**src/sv/skbs_pkg.sv**
```systemverilog
// Shared types and constants for the sorted key binary search block.
// No dependencies; imported by skbs_ctrl, skbs_dp and the top level.
package skbs_pkg;

    localparam int OID_W  = 64;
    localparam int TYPE_W = 8;
    localparam int OFF_W  = 64;
    localparam int KEY_W  = OID_W + TYPE_W + OFF_W;
    localparam int SLOT_W = 10;

    typedef enum logic [1:0] {
        MODE_LOAD = 2'd0,
        MODE_SRCH = 2'd1,
        MODE_CHK  = 2'd2,
        MODE_NONE = 2'd3
    } t_mode;

    typedef enum logic [1:0] {
        ST_OK        = 2'd0,
        ST_BAD_COUNT = 2'd1,
        ST_BAD_ORDER = 2'd2,
        ST_OVERFLOW  = 2'd3
    } t_status;

    typedef enum logic [2:0] {
        S_IDLE,
        S_EXEC,
        S_SPROBE,
        S_SCMP,
        S_CRD,
        S_CCMP,
        S_DONE
    } t_state;

    // Input word: key parts are ordered most to least significant
    typedef struct packed {
        t_mode              mode;
        logic               restart;
        logic [OID_W-1:0]   key_objectid;
        logic [TYPE_W-1:0]  key_kind;
        logic [OFF_W-1:0]   key_offset;
    } t_in_word;

    typedef struct packed {
        logic               found;
        logic [SLOT_W-1:0]  slot;
        t_status            status;
    } t_out_word;

    // Commands from controller to datapath
    typedef struct packed {
        logic capture;
        logic exec;
        logic probe;
        logic srch_step;
        logic srch_end;
        logic chk_rd;
        logic chk_step;
        logic out_load;
    } t_dp_cmd;

    // Status from datapath to controller
    typedef struct packed {
        t_mode mode;
        logic  lo_lt_hi;
        logic  key_eq;
        logic  cnt_zero;
        logic  chk_bad;
        logic  chk_last;
        logic  out_ok;
    } t_dp_status;

endpackage

```
**src/sv/skbs_ctrl.sv**
```systemverilog
// Controller state machine for the sorted key binary search block.
// Depends on skbs_pkg; drives skbs_dp through t_dp_cmd and reads t_dp_status.
module skbs_ctrl (
    input  logic                 i_clk,
    input  logic                 i_rst_n,
    input  logic                 i_in_valid,
    output logic                 o_in_stall,
    input  skbs_pkg::t_dp_status i_st,
    output skbs_pkg::t_dp_cmd    o_cmd
);
    import skbs_pkg::*;

    t_state r_state;
    t_state n_state;

    // State register
    always_ff @(posedge i_clk) begin
        if (!i_rst_n) begin
            r_state <= S_IDLE;
        end else begin
            r_state <= n_state;
        end
    end

    // Next state
    always_comb begin
        n_state = r_state;
        unique case (r_state)
            S_IDLE: begin
                if (i_in_valid) begin
                    n_state = S_EXEC;
                end
            end
            S_EXEC: begin
                unique case (i_st.mode)
                    MODE_SRCH: n_state = S_SPROBE;
                    MODE_CHK:  n_state = i_st.cnt_zero ? S_DONE : S_CRD;
                    default:   n_state = S_DONE;
                endcase
            end
            S_SPROBE: begin
                n_state = i_st.lo_lt_hi ? S_SCMP : S_DONE;
            end
            S_SCMP: begin
                n_state = i_st.key_eq ? S_DONE : S_SPROBE;
            end
            S_CRD: begin
                n_state = S_CCMP;
            end
            S_CCMP: begin
                n_state = (i_st.chk_bad || i_st.chk_last) ? S_DONE : S_CRD;
            end
            S_DONE: begin
                if (i_st.out_ok) begin
                    n_state = S_IDLE;
                end
            end
            default: n_state = S_IDLE;
        endcase
    end

    // Command outputs
    always_comb begin
        o_cmd      = '0;
        o_in_stall = 1'b1;
        unique case (r_state)
            S_IDLE: begin
                o_in_stall    = 1'b0;
                o_cmd.capture = i_in_valid;
            end
            S_EXEC: begin
                o_cmd.exec = 1'b1;
            end
            S_SPROBE: begin
                o_cmd.probe    = i_st.lo_lt_hi;
                o_cmd.srch_end = !i_st.lo_lt_hi;
            end
            S_SCMP: begin
                o_cmd.srch_step = 1'b1;
            end
            S_CRD: begin
                o_cmd.chk_rd = 1'b1;
            end
            S_CCMP: begin
                o_cmd.chk_step = 1'b1;
            end
            S_DONE: begin
                o_cmd.out_load = i_st.out_ok;
            end
            default: o_cmd = '0;
        endcase
    end

    // A result is only pushed into a free output register
    a_load_needs_room: assert property (@(posedge i_clk) disable iff (!i_rst_n)
        o_cmd.out_load |-> i_st.out_ok)
        else $error("result loaded while output register busy");

    // An accepted word is always dispatched in the following cycle
    a_accept_dispatch: assert property (@(posedge i_clk) disable iff (!i_rst_n)
        o_cmd.capture |=> (r_state == S_EXEC))
        else $error("accepted word not dispatched");

endmodule

```
**config.mk**
```make
export PLATFORM = sky130hd
export DESIGN_NAME = skbs_ctrl
export DESIGN_NICKNAME = d
export VERILOG_FILES = /design/src/sv/skbs_pkg.sv /design/src/sv/skbs_ctrl.sv
export SDC_FILE = /design/constraint.sdc
export NUM_CORES = 1
export LEC_CHECK = 0
export ABC_AREA = 0
export BUFFER_PORTS_ARGS = -buffer_cell sky130_fd_sc_hd__clkbuf_2
export CAP_MARGIN = 20
export CORE_AREA = 3 3 40 42
export DETAILED_ROUTE_END_ITERATION = 7
export DIE_AREA = 0 0 43 45
export GPL_TIMING_DRIVEN = 0
export PLACE_DENSITY = 0.47
export SLEW_MARGIN = 20
export SYNTH_ARGS = -nofsm -noshare
export SYNTH_HDL_FRONTEND = slang
export SYNTH_SLANG_ARGS = --single-unit
```
**constraint.sdc**
```tcl
create_clock -name i_clk -period 2.81 [get_ports i_clk]
set_input_delay 0.562 -clock i_clk [delete_from_list [all_inputs] [get_ports i_clk]]
set_output_delay 0.562 -clock i_clk [all_outputs]
set_load 0.01 [all_outputs]
```
* Word level (Yosys, flattened, before mapping)
Cells that the tools add are included.
Operators by class: reduce and logical (&&, ||, !) cells 4, eq/ne operators 10, mux-type cells 17
Operators with widths (count):
- one-hot mux 3 bit (7 select lines) | 1
- 2-to-1 mux 3 bit | 4
- == test 3 bit (second input constant) | 3
- 2-to-1 mux 1 bit | 9
- == test 3 x 2 -> 1 bit (second input constant) | 2
- one-hot mux 3 bit (2 select lines) | 1
- 2-to-1 mux 2 bit | 2
- != test 2 bit (second input constant) | 2
- == test 3 x 1 -> 1 bit (second input constant) | 1
- zero test 3 bit | 1
- == test 2 x 1 -> 1 bit (second input constant) | 1
- == test 2 bit (second input constant) | 1
- AND reduction 2 bit | 1
- zero test 1 bit | 1
- logical OR 1 bit | 1
Word-level totals: word-level logic and storage cells 32, flip-flop bits (word level) 3, bits of input ports 11, output and inout bits 9

* Longest topological paths before layout
depth after elaboration 3, depth in mapped cells 5, gate-level depth less buffers 5

* Worst setup path before layout
No wires, ideal clock.
path type input port to output port, start point in i_st[5] (netlist bit), end point out o_cmd[5] (netlist bit), data arrival time 1026 ps, data required time 2248 ps, slack 1222 ps, stages on the path 2, path buffers 0, cells stage by stage inv_1 > nor4b_1
RTL lines:
- start, declared | RTL line skbs_ctrl.sv:8 | input skbs_pkg::t_dp_status i_st,
- end, declared | RTL line skbs_ctrl.sv:9 | output skbs_pkg::t_dp_cmd o_cmd

==> out/results.tsv <==
stage	metric	value	unit
status	outcome	finished clean	
die	num rows	13	
grt	number of global-route vias before repair	292	
pwr	Lkg Pwr	0.2338	nW
cells_and_area	fraction of layout cells with a size suffix above 1	42.37	%
grt	largest net degree at the start of global routing	11	
worst_setup_path	crit path DAT	1.28	ns
cells_and_area	# fillers	152	
clock_network	CTS max path bufs	2	
pwr	Pint	0.1406	mW
clock_network	Post-CTS Setup Inserts	0	
pwr	Net Switching	0.07196	mW
sta	final hold vios	0	
sta	final period utilization	65.63	%
worst_setup_path	CP bufs+invs	2	
hold_path	Hold Path Class	in2reg	
worst_setup_path	CP endpoint kind	output pin	
worst_setup_path	Worst setup SP type	flop	
worst_setup_path	worst reg2reg path depth	3	
cells_and_area	fin nets	73	
cells_and_area	ant diodes	0	
worst_setup_path	CP peak stage delay	0.38	ns
worst_setup_path	CP Max Fanout	10	
pwr	peak supply drop	0.1877	mV
grt	met3 usage	2.789	%
die	die area	1935	um2
grt	initial antenna violation count	0	
clock_network	post_cts resized	0	
cells_and_area	Largest register FFs	3	
logic_synthesis	sequential share of the synthesized area	21.62	%
sta	setup_tns	0	ns
clock_network	CTS H-Tree Depth	1	
grt	M1 GR Usage	8.873	%
clock_network	CTS tree	yes	
die	initial core utilization	21.62	%
worst_setup_path	Worst EP required	2.25	ns
die	I/O pin count	20	
pwr	clock power share	36.5	%
routing	Via Count	332	
routing	total wire length	704	um
routing	drt first pass iters	4	
logic_synthesis	Avg Synthesized Cell Area	7.716	um2
clock_network	Clock Sink Count	3	
worst_setup_path	critical path depth in cells	3	
cells_and_area	register bank with the most flops	r_state	
clock_network	clk slew on worst S/H paths	0.04	ns
clock_network	clock root buffer	clkbuf_4	
routing	Via density	4.486	
grt	met2 Use GR	13.17	%
sta	FMAX	542.3	MHz
grt	total grt overflow	0	
routing	Avg WL per Cell	9.514	um
placement	number of port buffers	19	
sta	Final setup viols	0	
pwr	power density over cell area	508.6	nW/um2
worst_setup_path	CP Class	reg2out	
routing	DRC viols	0	
cells_and_area	most frequent cells in the layout	19 x clkbuf_2, 4 x inv_1, 4 x nor2_1	
worst_setup_path	worst path cell trace	buf_2 -> nor4b_1 -> clkbuf_2	
sta	Final Max Tran Viols	0	
pwr	Power, Total	0.2125	mW
pwr	sw frac	33.86	%
routing	post-route antenna net violation count	0	
sta	Slew @ Worst Pin	0.2995	ns
grt	global route hottest layer	met2	
logic_synthesis	YS warnings	0	
logic_synthesis	count of different cell masters after synthesis	20	
hold_path	WHS Path Cells	3	
die	Core Region	1285	um2
pwr	Seq pwr share	26.3	%
clock_network	Skew-Pair Late Insertion Delay	0.24	ns
die	chip width	43	um
clock_network	cts hold-fix bufs	0	
grt	first-pass GRT wire length	1145	um
sta	Tmin final	1.844	ns
placement	GPL Wtd Cong	0.7258	
clock_network	CTS Buf Count	3	
sta	RSZ-0062 raised after global routing	no	
logic_synthesis	Synthesized Nets	49	
sta	clock skew	0.007360	ns
logic_synthesis	#FFs+latches synth	3	
flow_run	MaxCap Viol Count	0	
die	die height	45	um
grt	gr usage total	8.063	%
worst_setup_path	kind of cell adding the most delay to the critical path	buffers and inverters	
logic_synthesis	Cells after Synth	36	
sta	Max-slew headroom	79.76	%
pwr	Combinational Power Share	37.3	%
cells_and_area	commonest non-fill, non-tap cell in the layout	clkbuf_2	
logic_synthesis	area of the mapped netlist	277.8	um2
cells_and_area	largest registers	r_state (3)	
worst_setup_path	CP max stage cell	dfxtp_1	
cells_and_area	P&R area growth vs syn	50.45	%
routing	Starting DRT DRC Count	1	
[worst paths after layout]
kind,start,to,slack (ns)
worst max-delay path,r_state[1]$_SDFFE_PN0P_,o_cmd[3],0.97
worst max register to register,r_state[2]$_SDFFE_PN0P_,r_state[1]$_SDFFE_PN0P_,1.73
worst min-delay path,i_rst_n,r_state[2]$_SDFFE_PN0P_,0.58
worst min register to register,r_state[1]$_SDFFE_PN0P_,r_state[2]$_SDFFE_PN0P_,0.62
[cells by family after synthesis]
family	after synthesis	share of synthesized area, %
buffers and inverters	7	10.81
flip-flops	3	21.62
adder cells (fa/ha/maj)	2	9.008
AND/OR/NAND/NOR	18	44.15
AO/OA/AOI/OAI	6	14.41
[power groups by stage]
stage                     combinational, mW  clock, mW  sequential, mW
final                                0.0792     0.0775          0.0558
after global routing                 0.0898     0.0837          0.0570
after CTS                            0.0805     0.0821          0.0558
after detailed placement             0.0801          0          0.0563
after global placement               0.0810          0          0.0568
after floorplan                      0.0518          0          0.0546
[per-layer routing]
layer	wire length, um	vias to the layer above	share of wire (%)
met4	0	0	0
met3	39	0	5.5
met1	299	148	42
met5	0	-	0
li1	-	177	-
met2	365	7	52
[synthesized netlist by cell type]
library cell,instances,area share (%)
nand2_1,1,1.4
nor4bb_1,1,3.6
dfxtp_1,3,22
buf_2,3,5.4
and3b_1,2,6.3
nor2_1,4,5.4
or3b_1,1,3.2
ha_1,2,9.0
or3_1,1,2.3
a2111o_1,1,4.1
inv_1,4,5.4
a31oi_1,1,2.3
nor3_1,1,1.8
nor4b_1,2,6.3
nor3b_1,3,8.1
and4b_1,1,3.6
a21oi_1,1,1.8
o211ai_1,1,2.7
o21ai_0,2,3.6
and2_1,1,2.3
[cell type report]
type                       instances  area (um2)  area share (%)
buffer                             3       15.01           3.593
tap                               15       18.77           4.491
inverter                           4       15.01           3.593
sequential                         3       60.06           14.37
clock buffer                       4       26.28           6.287
timing repair buffer              19       95.09           22.75
multi-input combinational         26       187.7           44.91
[worst min-delay path: cells and delay by family]
family | cells | cell delay [ns]
buffers and inverters | 1 | 0.09
AND/OR/NAND/NOR | 1 | 0.07
AO/OA/AOI/OAI | 1 | 0.04
[through the flow]
| stage | utilization, % | hold slack [ns] | setup slack [ns] | std cells | cell area (um2) |
|---|---|---|---|---|---|
| floorplan | - | 0.5771 | 1.222 | 36 | 277.8 |
| global placement | 30.48 | 0.6471 | 1.090 | 70 | 391.6 |
| detailed placement | 30.48 | 0.6257 | 1.100 | 70 | 391.6 |
| CTS | 32.52 | 0.5666 | 0.9524 | 74 | 417.9 |
| global route | 32.52 | 0.5950 | 0.8311 | 74 | 417.9 |
| finish | 32.52 | 0.5770 | 0.9659 | 74 | 417.9 |
Power figures use the tool's default switching activity.
